**src/bgns_ram.sv**
```systemverilog
// Generic simple dual-port RAM: one write port, one read port, registered read.
// Stand-alone; no package needed.
`default_nettype none

module bgns_ram #(
  parameter int WIDTH = 64,
  parameter int DEPTH = 64
) (
  input  wire logic                     clk,
  input  wire logic                     we,
  input  wire logic [$clog2(DEPTH)-1:0] waddr,
  input  wire logic [WIDTH-1:0]         wdata,
  input  wire logic [$clog2(DEPTH)-1:0] raddr,
  output logic      [WIDTH-1:0]         rdata
);

  logic [WIDTH-1:0] mem [DEPTH];

  always_ff @(posedge clk) begin
    if (we) begin
      mem[waddr] <= wdata;
    end
    rdata <= mem[raddr];
  end

endmodule

`default_nettype wire

```
**config.mk**
```make
export PLATFORM = sky130hd
export DESIGN_NAME = bgns_ram
export DESIGN_NICKNAME = d
export VERILOG_FILES = /design/src/bgns_ram.sv
export SDC_FILE = /design/constraint.sdc
export NUM_CORES = 2
export LEC_CHECK = 0
export ABC_AREA = 0
export BUFFER_PORTS_ARGS = -buffer_cell sky130_fd_sc_hd__buf_2
export CORE_AREA = 2 2 621 623
export DETAILED_ROUTE_END_ITERATION = 6
export DIE_AREA = 0 0 623 625
export HOLD_SLACK_MARGIN = 0.02
export PLACE_DENSITY = 0.57
export SLEW_MARGIN = 20
export SYNTH_ARGS = -nofsm -noshare
export SYNTH_HDL_FRONTEND = slang
export SYNTH_SLANG_ARGS = --single-unit
```
**constraint.sdc**
```tcl
create_clock -name clk -period 16.5 [get_ports clk]
set_input_delay 2.475 -clock clk [delete_from_list [all_inputs] [get_ports clk]]
set_output_delay 2.475 -clock clk [all_outputs]
set_load 0.01 [all_outputs]
```
==> run metrics <==
status finished clean; layout cells sized above 1 between 20% and 30%; library cells used by synthesis 33; Critical Path, Cell by Cell buf_8 -> buf_12 -> buf_4 -> buf_4 -> buf_4 -> nand2b_1 -> o22ai_1 -> o22ai_1 -> and3_1; Crit. End Element flop; hold buffers post-CTS 0; skew final 0.05264 ns; flops & latches, synth 4160; Slew Viols, Final 0; Crit Path Max Fanout 87; clk sinks about 4200; clk_lat worst skew roughly 0.98 ns; CTS Root Cell clkbuf_16; initial antenna violation count 50; RSZ-0062 raised after global routing false; R2R cell count 5; I/O Buffers between 100 and 150; starting DRC count in detailed routing 10210; global-route wire length before repair approximately 630000 microns; post-CTS resize count 0; Chip Height about 630 microns; core box area about 0.38 sq mm; Longest Clk Path Bufs 4; Area Overhead vs Synth 13.70%; Reg clk slew, reported paths 0.06 ns; CP arrival around 7.3 ns; most common cell after layout, fill and taps aside edfxtp_1; vias in the first global route ~76000; setup TNS 0 ns; synthesized area around 0.16 sq mm; EDFF count, synth about 4100; # nets final 7100; post-synthesis cell count 6598; Synthesized Nets 6676; Peak supply drop around 96 uV; Synth Warn # 0; Worst setup SP type primary input; most frequent cells in the layout edfxtp_1 (4096), mux4_2 (1024), clkbuf_16 (426), buf_4 (237), a22oi_1 (168); CTS tree done; die width a little over 600 microns; Avg Cell Area, Syn 23.70 sq um; maximum clock rate 155.6 MHz; Rows roughly 230; Final Hold Viols 0; largest net degree at the start of global routing 108; drt pass-1 iters 6; drt wl/cell 36.99 microns; hold crit path type flop to flop; Async S/R FF share, synth 0%; CTS Buf Count between 400 and 500; grt ovf 0; DP HPWL about 240000 microns; Post-DP Area around 0.16 sq mm; gpl congestion slightly below 0.8; die area around 0.39 sq mm; slew margin rel. roughly 20%; worst path bufs/invs 5; CP max stage cell buf_4; hold path depth 4; # DRC 0; FF-to-FF Start mem[8][42]; crit path kind primary input to flop; Total GRT Usage between 20% and 30%; Tmin final around 6.4 ns; CP required between 15 and 20 ns; Slew @ Worst Pin between 1 and 1.5 ns; H-Tree Depth 5; CP peak stage delay between 0.7 and 0.8 ns; min-delay src mem[55][0]; via/cell ratio approximately 6.1; fin crit share around two fifths; DRT Wirelength between 400000 and 500000 microns; Antenna Nets Post-Route 0; initial core utilization 40.75%; Post-CTS Setup Repair Bufs 0; Power Dens Cells ~120 mW/mm^2; Lkg Pwr 55.07 nW; r2r endpoint rdata[42]; Final setup viols 0; CP delay by family, top buffers and inverters; I/O pin cnt ~140; Seq/Total Area, Yosys between 70% and 80%; Main synth FF type edfxtp_1; Hold EP rdata[0]; max_cap viols 0; DR vias 76420; Most common cell on crit path buf_4; flop-to-flop setup slack around 14 ns; fin area about 0.18 sq mm
-- area by class of cell --
cell class	count	area [sq um]
inverter	19	71.32
multi-input combinational	2049	30790
antenna	20	50.05
fill	31230	205900
timing repair buffer	372	2711
sequential	4160	124300
tap	5060	6331
clock buffer	554	11420
clock inverter	223	2116
-- sequential cells by signal, summed over array words and instances, names as in the netlist --
signal	flops
rdata	64
mem	4096
-- report_power, final --
part | total (W) | switching [W] | internal (W)
clock | 0.00939 | 0.00404 | 0.00536
combinational | 0.000984 | 0.000624 | 0.000359
sequential | 0.0118 | 0.0000653 | 0.0117
total | 0.0221 | 0.00473 | 0.0174
-- how the worst max path moves through the flow --
stage                        start         end  slack (ns)  cells after the start
after floorplan           waddr[3]  mem[48][0]        8.59                      4
after CTS                 raddr[1]   rdata[63]       10.19                      9
after detailed placement  raddr[1]   rdata[63]        9.15                      9
after global placement    raddr[0]   rdata[43]        9.21                      9
after global routing      raddr[0]   rdata[37]        9.89                      9
final                     raddr[1]   rdata[63]       10.07                      9
-- synth_stat cells (2+ instances only) --
library cell / instances / area (sq um)
a211oi_1: 63 / 473.0
a22o_1: 88 / 770.7
a22oi_1: 168 / 1261
a2bb2oi_1: 19 / 166.4
a31oi_1: 18 / 112.6
a41oi_1: 26 / 227.7
and2_1: 3 / 18.77
and3_1: 64 / 400.4
buf_1: 20 / 75.07
buf_2: 170 / 850.8
buf_4: 34 / 255.2
buf_6: 6 / 67.56
clkbuf_1: 140 / 525.5
dfxtp_1: 64 / 1281
edfxtp_1: 4096 / 123000
inv_1: 19 / 71.32
mux2i_1: 135 / 1351
mux4_2: 1024 / 23060
nand2_1: 58 / 217.7
nand2b_1: 11 / 68.82
nand3_1: 45 / 225.2
nand3b_1: 2 / 15.01
nand4_1: 2 / 12.51
nor2_1: 112 / 420.4
nor2b_1: 28 / 175.2
nor3_1: 2 / 10.01
o221ai_1: 38 / 332.8
o22ai_1: 83 / 519.3
or2_2: 28 / 175.2
or3_1: 29 / 181.4
-- tightest hold or removal path: cells and delay by family, from the launching register on --
kind	cells	cell delay [ns]
AOI/OAI and AO/OA	1	0.06
DFF	1	0.31
muxes	1	0.22
and+or+nand+nor	2	0.23
-- through the flow --
step	setup WS [ns]	power, W	cells	utilization [%]	hold WS, ns
2_1_floorplan	8.589	0.01250	6598	-	0.7878
3_3_place_gp	9.214	0.01297	11660	42.76	0.8101
3_5_place_dp	9.154	0.01299	11660	42.76	0.8311
4_1_cts	10.19	0.02229	12440	46.29	0.8250
5_1_grt	9.885	0.02275	12450	46.33	0.8792
6_report	10.07	0.02214	12460	46.33	0.8205
-- layer usage --
metal / global-route usage (%) / share of wire (%) / vias up
li1: - / - / 29400
met4: 6.456 / 2.8 / 12
met2: 38.01 / 49 / 3677
met3: 3.637 / 8.2 / 654
met1: 32.97 / 40 / 42670
met5: 0 / 0.015 / -
-- logic make-up after synthesis --
kind of cell | after synthesis | share of synthesized area [%]
flops | 4160 | 79.49
mux | 1159 | 15.61
compound gates | 504 | 2.477
buf+inv | 389 | 1.180
simple gates | 386 | 1.240
Note: power is estimated with default switching activity, not from simulation.
