File: src/bgns_pkg.sv
// Shared types, constants and codes for the binary grid smoothing unit.
// Used by bgns_count and the top module; depends on nothing.
`default_nettype none

package bgns_pkg;

  localparam int MAX_WIDTH       = 64;
  localparam int MAX_HEIGHT      = 64;
  localparam int MIN_SMOOTH_SIZE = 3;

  localparam int COL_W   = $clog2(MAX_WIDTH);
  localparam int ROW_W   = $clog2(MAX_HEIGHT);
  localparam int DIM_MAX = (MAX_WIDTH > MAX_HEIGHT) ? MAX_WIDTH : MAX_HEIGHT;
  // Wide enough for the 7-bit size registers and for any dimension plus one.
  localparam int DIM_W   = ($clog2(DIM_MAX + 2) > 7) ? $clog2(DIM_MAX + 2) : 7;

  localparam int CFG_W     = 7;
  localparam int CFG_IDX_W = 2;

  localparam logic [1:0] OP_WRITE  = 2'd0;
  localparam logic [1:0] OP_SMOOTH = 2'd1;
  localparam logic [1:0] OP_READ   = 2'd2;

  localparam logic [CFG_IDX_W-1:0] CFG_GRID_WIDTH  = 2'd0;
  localparam logic [CFG_IDX_W-1:0] CFG_GRID_HEIGHT = 2'd1;
  localparam logic [CFG_IDX_W-1:0] CFG_WALL_LIMIT  = 2'd2;
  localparam logic [CFG_IDX_W-1:0] CFG_PASS_COUNT  = 2'd3;

  typedef logic [MAX_WIDTH-1:0] row_t;

  typedef struct packed {
    logic [1:0] opcode;
    logic [5:0] cell_col;
    logic [5:0] cell_row;
    logic       cell_value;
  } cmd_t;

  typedef struct packed {
    logic       read_value;
    logic       out_of_range;
    logic [3:0] passes_done;
  } result_t;

  typedef enum logic [2:0] {
    S_CLEAR,
    S_IDLE,
    S_ACCESS,
    S_LOAD_UP,
    S_LOAD_MID,
    S_LOAD_DN,
    S_COLUMN,
    S_WRITE
  } state_t;

endpackage

`default_nettype wire

File: src/bgns_count.sv
// Shared neighbour unit: counts the wall cells around one column of a
// three-row window and applies the threshold rule. Depends on bgns_pkg.
`default_nettype none

module bgns_count
  import bgns_pkg::*;
(
  input  wire logic [COL_W-1:0] col,
  input  wire row_t             up,
  input  wire row_t             mid,
  input  wire row_t             dn,
  input  wire logic [3:0]       threshold,
  output logic                  new_bit
);

  logic [COL_W-1:0] col_l;
  logic [COL_W-1:0] col_r;
  logic [3:0]       walls;

  assign col_l = col - COL_W'(1);
  assign col_r = col + COL_W'(1);

  assign walls = 4'(up[col_l]) + 4'(up[col]) + 4'(up[col_r])
               + 4'(mid[col_l]) + 4'(mid[col_r])
               + 4'(dn[col_l]) + 4'(dn[col]) + 4'(dn[col_r]);

  // Above the threshold: wall, below: floor, equal: hold.
  always_comb begin
    priority if (walls > threshold) begin
      new_bit = 1'b1;
    end else if (walls < threshold) begin
      new_bit = 1'b0;
    end else begin
      new_bit = mid[col];
    end
  end

endmodule

`default_nettype wire

File: config.mk
export PLATFORM = sky130hd
export DESIGN_NAME = bgns_count
export DESIGN_NICKNAME = d
export VERILOG_FILES = /design/src/bgns_pkg.sv /design/src/bgns_count.sv
export SDC_FILE = /design/constraint.sdc
export NUM_CORES = 1
export LEC_CHECK = 0
export ABC_AREA = 1
export BUFFER_PORTS_ARGS = -buffer_cell sky130_fd_sc_hd__buf_2
export CORE_MARGIN = 2
export CORE_UTILIZATION = 53
export DETAILED_ROUTE_END_ITERATION = 6
export PLACE_DENSITY = 0.82
export SYNTH_ARGS = -nofsm -noshare
export SYNTH_HDL_FRONTEND = slang
export SYNTH_SLANG_ARGS = --single-unit
File: constraint.sdc
create_clock -name vclk -period 7.1
set_input_delay 0.355 -clock vclk [all_inputs]
set_output_delay 0.355 -clock vclk [all_outputs]
set_load 0.05 [all_outputs]
==> results.md, run 1 <==
- Outcome: completed
- Critical Path RT: between 6 and 7 ns
- Max frequency: 0.155 GHz
- Leak Pwr: 3.34 nW
- Total power: ~0.66 mW
- Drt initial violations: just under 1000
- Hold Crit Class: primary input to primary output
- Crit Path Category: primary input to primary output
- CP Data Arrival Time: between 6 and 7 ns
- Clkbuf count: 0
- Vias per cell: around 6
- Area Growth Syn to Fin: 17.2%
- Post-DP HPWL: approximately 14 mm
- CP Capture Point: new_bit
- Yosys warns: 0
- Row count: 36
- Pin count of the biggest net entering global routing: between 90 and 100
- Most common cell in the synthesized netlist: nand2_1
- GRT overflow: 0
- Worst path slowest cell: ha_2
- Slew margin rel.: 0.471
- Avg Inst Size Synth: 4.62 sq um
- Crit path largest cell delay: ~0.7 ns
- Fin util: 0.635
- GPL Wtd Cong: ~0.94
- Total track usage: 0.344
- Post-synthesis sequential area ratio: 0
- Cell taking the most area after synthesis: nand2_1
- Post-Synthesis Cells: around 1100
- Hold Vio Cnt, Final: 0
- Port Buf Inserts: 203
- Worst slew pin tran: slightly below 0.8 ns
- Hold buffer count at cts: 0
- Die Wd: 104 microns
- Final TNS setup: 0 ns
- Starting Density: 0.542
- Vias: roughly 8200
- Initial antenna violation count: 0
- Ant diodes: 0
- Multi-input combinational cell area: around 4700 sq um
- WL final: about 20 mm
- Crit path max fanout: 91
- First-pass DRT Iterations: 6
- Post-layout nets: between 1000 and 1500
- Layout cells sized above 1: 0.194
- First-pass GRT wire length: 32.0 mm
- Avg WL per Cell: 13.9 microns
- Drt drc: 0
- Fill count: 1012
- Core Box Area: a little under 10000 sq um
- IO Pins: about 200
- Worst setup EP type: primary output
- Post-route ant nets: 0
- Vias in the first global route: 6893
- Crit start category: primary input
- Pwr dens: between 100 and 150 nW/um^2
- Synth top area cells: nand2_1 (34%), nand3_1 (31%), o21ai_0 (7.6%)
- VDD IR-drop max: ~0.2 mV
- Yosys top cell area share: 0.344
- Die H: 104 microns
- CP Cell Sequence: buf_6 > inv_4 > ha_2 > inv_2 > nand3_1 > nand2_1 > o211ai_1 > nand3_1 > nand3_1 > nand2_1 > fa_1 > inv_1 > fa_1 > fa_1 > ha_1 > fa_1 > xor2_1 > ha_1 > o211ai_1 > nand2_1 > nand3_1 > nand2_1 > buf_2
- Cell variety after synth: 20
- RSZ-0062 raised after global routing: no
- Register area: 0 sq um
- Final hold slack: 1.31 ns
- Number of setup buffers added after CTS: 0
- Final setup vio count: 0
- Worst setup startpoint: col[0]
- Maxcap violations: 0
- Post-CTS sizing: 0
- Fin crit period: 6.46 ns
- Top post-synthesis cells by count: nand2_1 (483), nand3_1 (323), o21ai_0 (80)
- Die ar.: ~11000 sq um
- Post-synth net total: around 1400
- Crit share post-route: 0.909
- Max-slew violations: 0
- Seq_cells: 0
- Synthesized area: 5270 sq um
[worst min-delay path by stage]
| stage | from | to | slack [ns] | depth (start not counted) |
|---|---|---|---|---|
| final | threshold[0] | new_bit | 1.31 | 6 |
| after global routing | threshold[0] | new_bit | 1.38 | 6 |
| after CTS | threshold[0] | new_bit | 1.32 | 6 |
| after detailed placement | threshold[0] | new_bit | 1.32 | 6 |
| after global placement | threshold[0] | new_bit | 1.30 | 6 |
| after floorplan | threshold[0] | new_bit | 1.22 | 4 |
[critical path, delay by kind of cell]
family,cells,cell delay [ns]
AO/OA/AOI/OAI,2,0.26
XOR/XNOR,1,0.18
adder cells (fa/ha/maj),7,3.07
buffers and inverters,5,1.37
AND/OR/NAND/NOR,8,0.81
[kinds of logic after synthesis]
logic type / count (synthesis) / synth area share
fa+ha+maj: 13 / 0.0365
xor+xnor: 8 / 0.0190
buf+inv: 143 / 0.115
simple gates: 839 / 0.683
compound gates: 139 / 0.147
[where the power goes]
part	internal, mW	leakage, nW	switching, mW	total, mW
Combinational	0.243	3.34	0.418	0.661
Sequential	0	0	0	0
Clock	0	0	0	0
[cells in the final DEF (no fill, tap or decap), types with 2 or more instances in the layout]
cell type,count
fa_1,4
nor2_1,14
nand2_1,483
inv_1,44
nand4_1,3
or2_2,16
xor2_2,3
buf_4,18
buf_2,202
inv_2,3
a21oi_1,25
o21ai_1,2
o21ai_0,80
o211ai_1,32
nand3_1,323
xor2_1,4
ha_1,8
[through the flow]
step / cells / worst slack, ns / cell area, sq um
floorplan: 1142 / 1.28 / 5270
global placement: 1401 / 0.820 / 6180
detailed placement: 1401 / 0.696 / 6180
CTS: 1401 / 0.687 / 6180
global route: 1401 / 0.228 / 6180
finish: 1401 / 0.644 / 6180
[routing by layer]
metal	up-vias	share of wire	GRT usage
met3	58	0.14	0.0516
met4	0	0.030	0.105
met2	560	0.44	0.544
met5	-	0	0
met1	3541	0.39	0.482
li1	4046	-	-
[final cells by class]
cell class | count | area share
Tap cell | 133 | 0.0269
Inverter | 48 | 0.0296
Multi-Input combinational cell | 999 | 0.756
Timing Repair Buffer | 221 | 0.187
Power figures use the tool's default switching activity.
==> inputs of run 2 (changes only) <==
- CORE_UTILIZATION: 53 -> 28
- PLACE_DENSITY: 0.82 -> 0.47
==> results.md, run 2 (synthesis gave the netlist of run 1 again) <==
- Post-CTS sizing: 0
- Fill count: ~2200
- First-pass DRT Iterations: 5
- RSZ-0062 raised after global routing: no
- Critical Path RT: about 6.7 ns
- Fin util: 0.342
- Crit start category: primary input
- First-pass GRT wire length: around 37 mm
- GPL Wtd Cong: between 0.8 and 0.9
- Vias in the first global route: between 7000 and 8000
- Fin crit period: 5.96 ns
- Initial antenna violation count: 2
- Leak Pwr: ~3.4 nW
- Pwr dens: about 110 nW/um^2
- CP Data Arrival Time: approximately 5.6 ns
- Crit Path Category: primary input to primary output
- Vias per cell: 5.23
- Drt initial violations: 710
- Max frequency: between 0.15 and 0.2 GHz
- Worst slew pin tran: ~0.74 ns
- Outcome: completed
- Crit path max fanout: just under 90
- Pin count of the biggest net entering global routing: between 150 and 200
- Commonest cells after routing, fill and taps aside: nand2_1 (483), nand3_1 (323), buf_2 (201)
- GRT overflow: 0
- Post-DP HPWL: about 17 mm
- Area Growth Syn to Fin: 20.6%
- Final TNS setup: 0 ns
- Seq_cells: 0
- Non-filler cells, final: 1507
- Sequential Power Share: 0
- Clock share of power: 0
- IO Pins: 203
- Vias: around 7900
- Maxcap violations: 0
- Hold Crit Class: primary input to primary output
- Register area: 0 sq um
- Port Buf Inserts: around 200
- Crit share post-route: 0.840
- P_sw: 0.442 mW
- Post-route ant nets: 0
- Core Box Area: about 19000 sq um
- DP Worst Slack: 1.19 ns
- Final setup vio count: 0
- Final hold slack: 1.29 ns
- Placed cell count: 1505
- Combinational share of power: 1.000
- Worst setup EP type: primary output
- Clkbuf count: 0
- Die ar.: between 15000 and 20000 sq um
- Starting Density: 0.284
- Layout cells sized above 1: 0.196
- Row count: 50
- Die H: 141 microns
- Post-layout nets: roughly 1500
- Hold Vio Cnt, Final: 0
- Drt drc: 0
- Total track usage: 0.226
- Slew margin rel.: 0.505
- Avg WL per Cell: approximately 16 microns
- Hold buffer count at cts: 0
- Switching Share: 0.612
- Die Wd: between 100 and 150 microns
- Max-slew violations: 0
- VDD IR-drop max: 0.132 mV
- Final setup margin: about 1.1 ns
- Commonest non-fill, non-tap cell in the layout: nand2_1
- WL final: 23.5 mm
- Int Pwr: about 0.28 mW
- Number of setup buffers added after CTS: 0
==> run 2: cell count changes in the layout (fill, tap and decap cells not counted), sizes merged <==
| cell | before | now |
|---|---|---|
| diode | 0 | 2 |
| buf | 221 | 224 |
==> run 2: final cells by class <==
| cell class | count | area [sq um] | area share |
|---|---|---|---|
| Timing Repair Buffer | 224 | 1210 | 0.190 |
| Antenna cell | 2 | 5.00 | 0.000787 |
| Tap cell | 234 | 293 | 0.0460 |
| Multi-Input combinational cell | 999 | 4670 | 0.735 |
| Inverter | 48 | 183 | 0.0287 |
==> run 2: power by group through the flow <==
stage	Combinational [mW]	Sequential, mW	Clock, mW
3_3_place_gp	0.706	0	0
4_1_cts	0.718	0	0
6_report	0.722	0	0.0000000377
3_5_place_dp	0.716	0	0
5_1_grt	0.810	0	0.0000000377
2_1_floorplan	0.471	0	0
==> run 2: metrics by stage <==
stage               power [mW]  instance area [sq um]
floorplan                0.471                   5270
global placement         0.706                   6350
detailed placement       0.716                   6350
CTS                      0.718                   6350
global route             0.810                   6360
finish                   0.722                   6360
==> run 2: worst paths after layout <==
kind	end	cells after the start	start	slack, ns
hold / removal	new_bit	6	threshold[0]	1.29
setup / recovery	new_bit	25	col[0]	1.14
==> run 2: worst max-delay path, stage by stage <==
cell and delay, ns:
buf_6 0.38, inv_4 0.07, ha_2 0.22, xnor2_2 0.13, inv_1 0.51, buf_4 0.28
o211ai_1 0.12, nand3_1 0.11, nand3_1 0.08, nand3_1 0.10, nand2_1 0.08, fa_1 0.48
inv_1 0.05, fa_1 0.49, fa_1 0.41, ha_1 0.23, fa_1 0.49, ha_1 0.31
inv_1 0.06, nor2_1 0.03, o211ai_1 0.15, nand2_1 0.09, nand3_1 0.10, nand2_1 0.09
buf_12 0.16
==> run 2: routing by layer <==
metal  up-vias  global-route usage  share of wire
li1       4056                   -              -
met1      3524               0.343           0.48
met4         0              0.0205         0.0057
met5         -                   0              0
met2       299               0.360           0.44
met3         9              0.0160          0.075
==> inputs of run 3 (changes only) <==
- clock period: 7.1 -> 5.92 ns (I/O delays scaled with it)
==> results.md, run 3 (synthesis gave the netlist of run 1 again) <==
- Crit start category: primary input
- Outcome: completed
- Fin crit period: between 5 and 6 ns
- WL final: approximately 24 mm
- Leak Pwr: approximately 3.4 nW
- Slew margin rel.: 0.387
- VDD IR-drop max: 0.156 mV
- Max frequency: roughly 0.18 GHz
- Post-DP HPWL: around 18 mm
- Hold Crit Class: primary input to primary output
- IO Pins: just over 200
- Drt initial violations: about 800
- First-pass GRT wire length: ~37 mm
- Maxcap violations: 0
- Vias per cell: about 5.3
- Clkbuf count: 0
- Die ar.: between 15000 and 20000 sq um
- Placed cell count: 1507
- Max-slew violations: 0
- Initial antenna violation count: 4
- Final hold slack: ~1.2 ns
- Critical Path RT: roughly 5.6 ns
- Crit path max fanout: about 240
- Worst setup EP type: primary output
- Die Wd: 141 microns
- Commonest non-fill, non-tap cell in the layout: nand2_1
- Final TNS setup: 0 ns
- Area Growth Syn to Fin: 21.3%
- CP Data Arrival Time: roughly 5.2 ns
- Pin count of the biggest net entering global routing: between 200 and 250
- Pwr dens: roughly 130 nW/um^2
- Fill count: about 2200
- Crit share post-route: 0.932
- DP Area: approximately 6400 sq um
- Worst slew pin tran: between 0.9 and 1 ns
- Crit Path Category: primary input to primary output
- Core Box Area: ~19000 sq um
- Seq_cells: 0
- Row count: 50
- Layout cells sized above 1: 0.197
- Hold Vio Cnt, Final: 0
- Post-layout nets: approximately 1500
- Avg WL per Cell: 15.7 microns
- Non-filler cells, final: ~1500
- GRT overflow: 0
- Post-route ant nets: 0
- Total track usage: 0.225
- Die H: about 140 microns
- Starting Density: 0.284
- First-pass DRT Iterations: 5
- Final setup vio count: 0
- Commonest cells after routing, fill and taps aside: nand2_1 (483), nand3_1 (323), buf_2 (201)
- Register area: 0 sq um
- Finished Cell Area: between 6000 and 7000 sq um
- GPL Wtd Cong: about 0.95
- RSZ-0062 raised after global routing: no
- Drt drc: 0
- Port Buf Inserts: 203
- Vias in the first global route: slightly above 7000
- Number of setup buffers added after CTS: 0
- Vias: 7953
-- run 3: changes by cell type in the layout (fill, tap and decap cells not counted), sizes merged --
cell	delta
diode	+2
buf	+2
-- run 3: cell type report --
cell class,instances,area [sq um],share of cell area
multi-input cells,999,4670,0.730
diodes,4,10.0,0.00156
repair buffers,226,1240,0.194
inverters,48,183,0.0286
well taps,234,293,0.0458
-- run 3: what timing repair did --
action / in CTS / in global routing
endpoints found under the hold margin: 0 / 0
endpoints found under the setup margin: 0 / 1
gates resized for setup: 0 / 1
hold buffers: 0 / 0
-- run 3: worst paths after layout --
| kind | start | end | slack, ns | cells past startpoint |
|---|---|---|---|---|
| setup / recovery | col[0] | new_bit | 0.41 | 23 |
| hold / removal | threshold[0] | new_bit | 1.19 | 6 |
-- run 3: worst max-delay path, cell delays in order --
cell,delay [ns]
buf_6,0.09
buf_12,0.56
o21ai_0,0.33
nand2_1,0.12
nand2_1,0.05
o211ai_1,0.16
nand3_1,0.09
nand3_1,0.09
nand2_1,0.08
fa_1,0.53
inv_1,0.05
fa_1,0.49
fa_1,0.43
ha_1,0.23
fa_1,0.48
ha_1,0.30
inv_1,0.06
nor2_1,0.03
o211ai_1,0.14
nand2_1,0.08
nand3_1,0.08
nand2_1,0.09
buf_12,0.16
-- run 3: where the power goes --
| group | internal, mW | total, mW | switching [mW] |
|---|---|---|---|
| clock network | 0.0000000905 | 0.0000000905 | 0 |
| registers | 0 | 0 | 0 |
| logic | 0.337 | 0.863 | 0.526 |
| total | 0.337 | 0.863 | 0.526 |
-- run 3: through the flow --
step | setup slack, ns | power, mW | util
after floorplan | 0.214 | 0.565 | -
after global placement | 0.445 | 0.852 | 0.344
after detailed placement | 0.406 | 0.858 | 0.344
after CTS | 0.391 | 0.860 | 0.344
after global routing | 0.0940 | 0.968 | 0.344
final | 0.405 | 0.863 | 0.344
-- run 3: routing by layer --
layer  share of wire  vias to the layer above  GRT usage
li1                -                     4061          -
met5               0                        -          0
met4           0.025                        0     0.0547
met3           0.071                       45     0.0173
met1            0.48                     3509      0.339
met2            0.43                      338      0.346
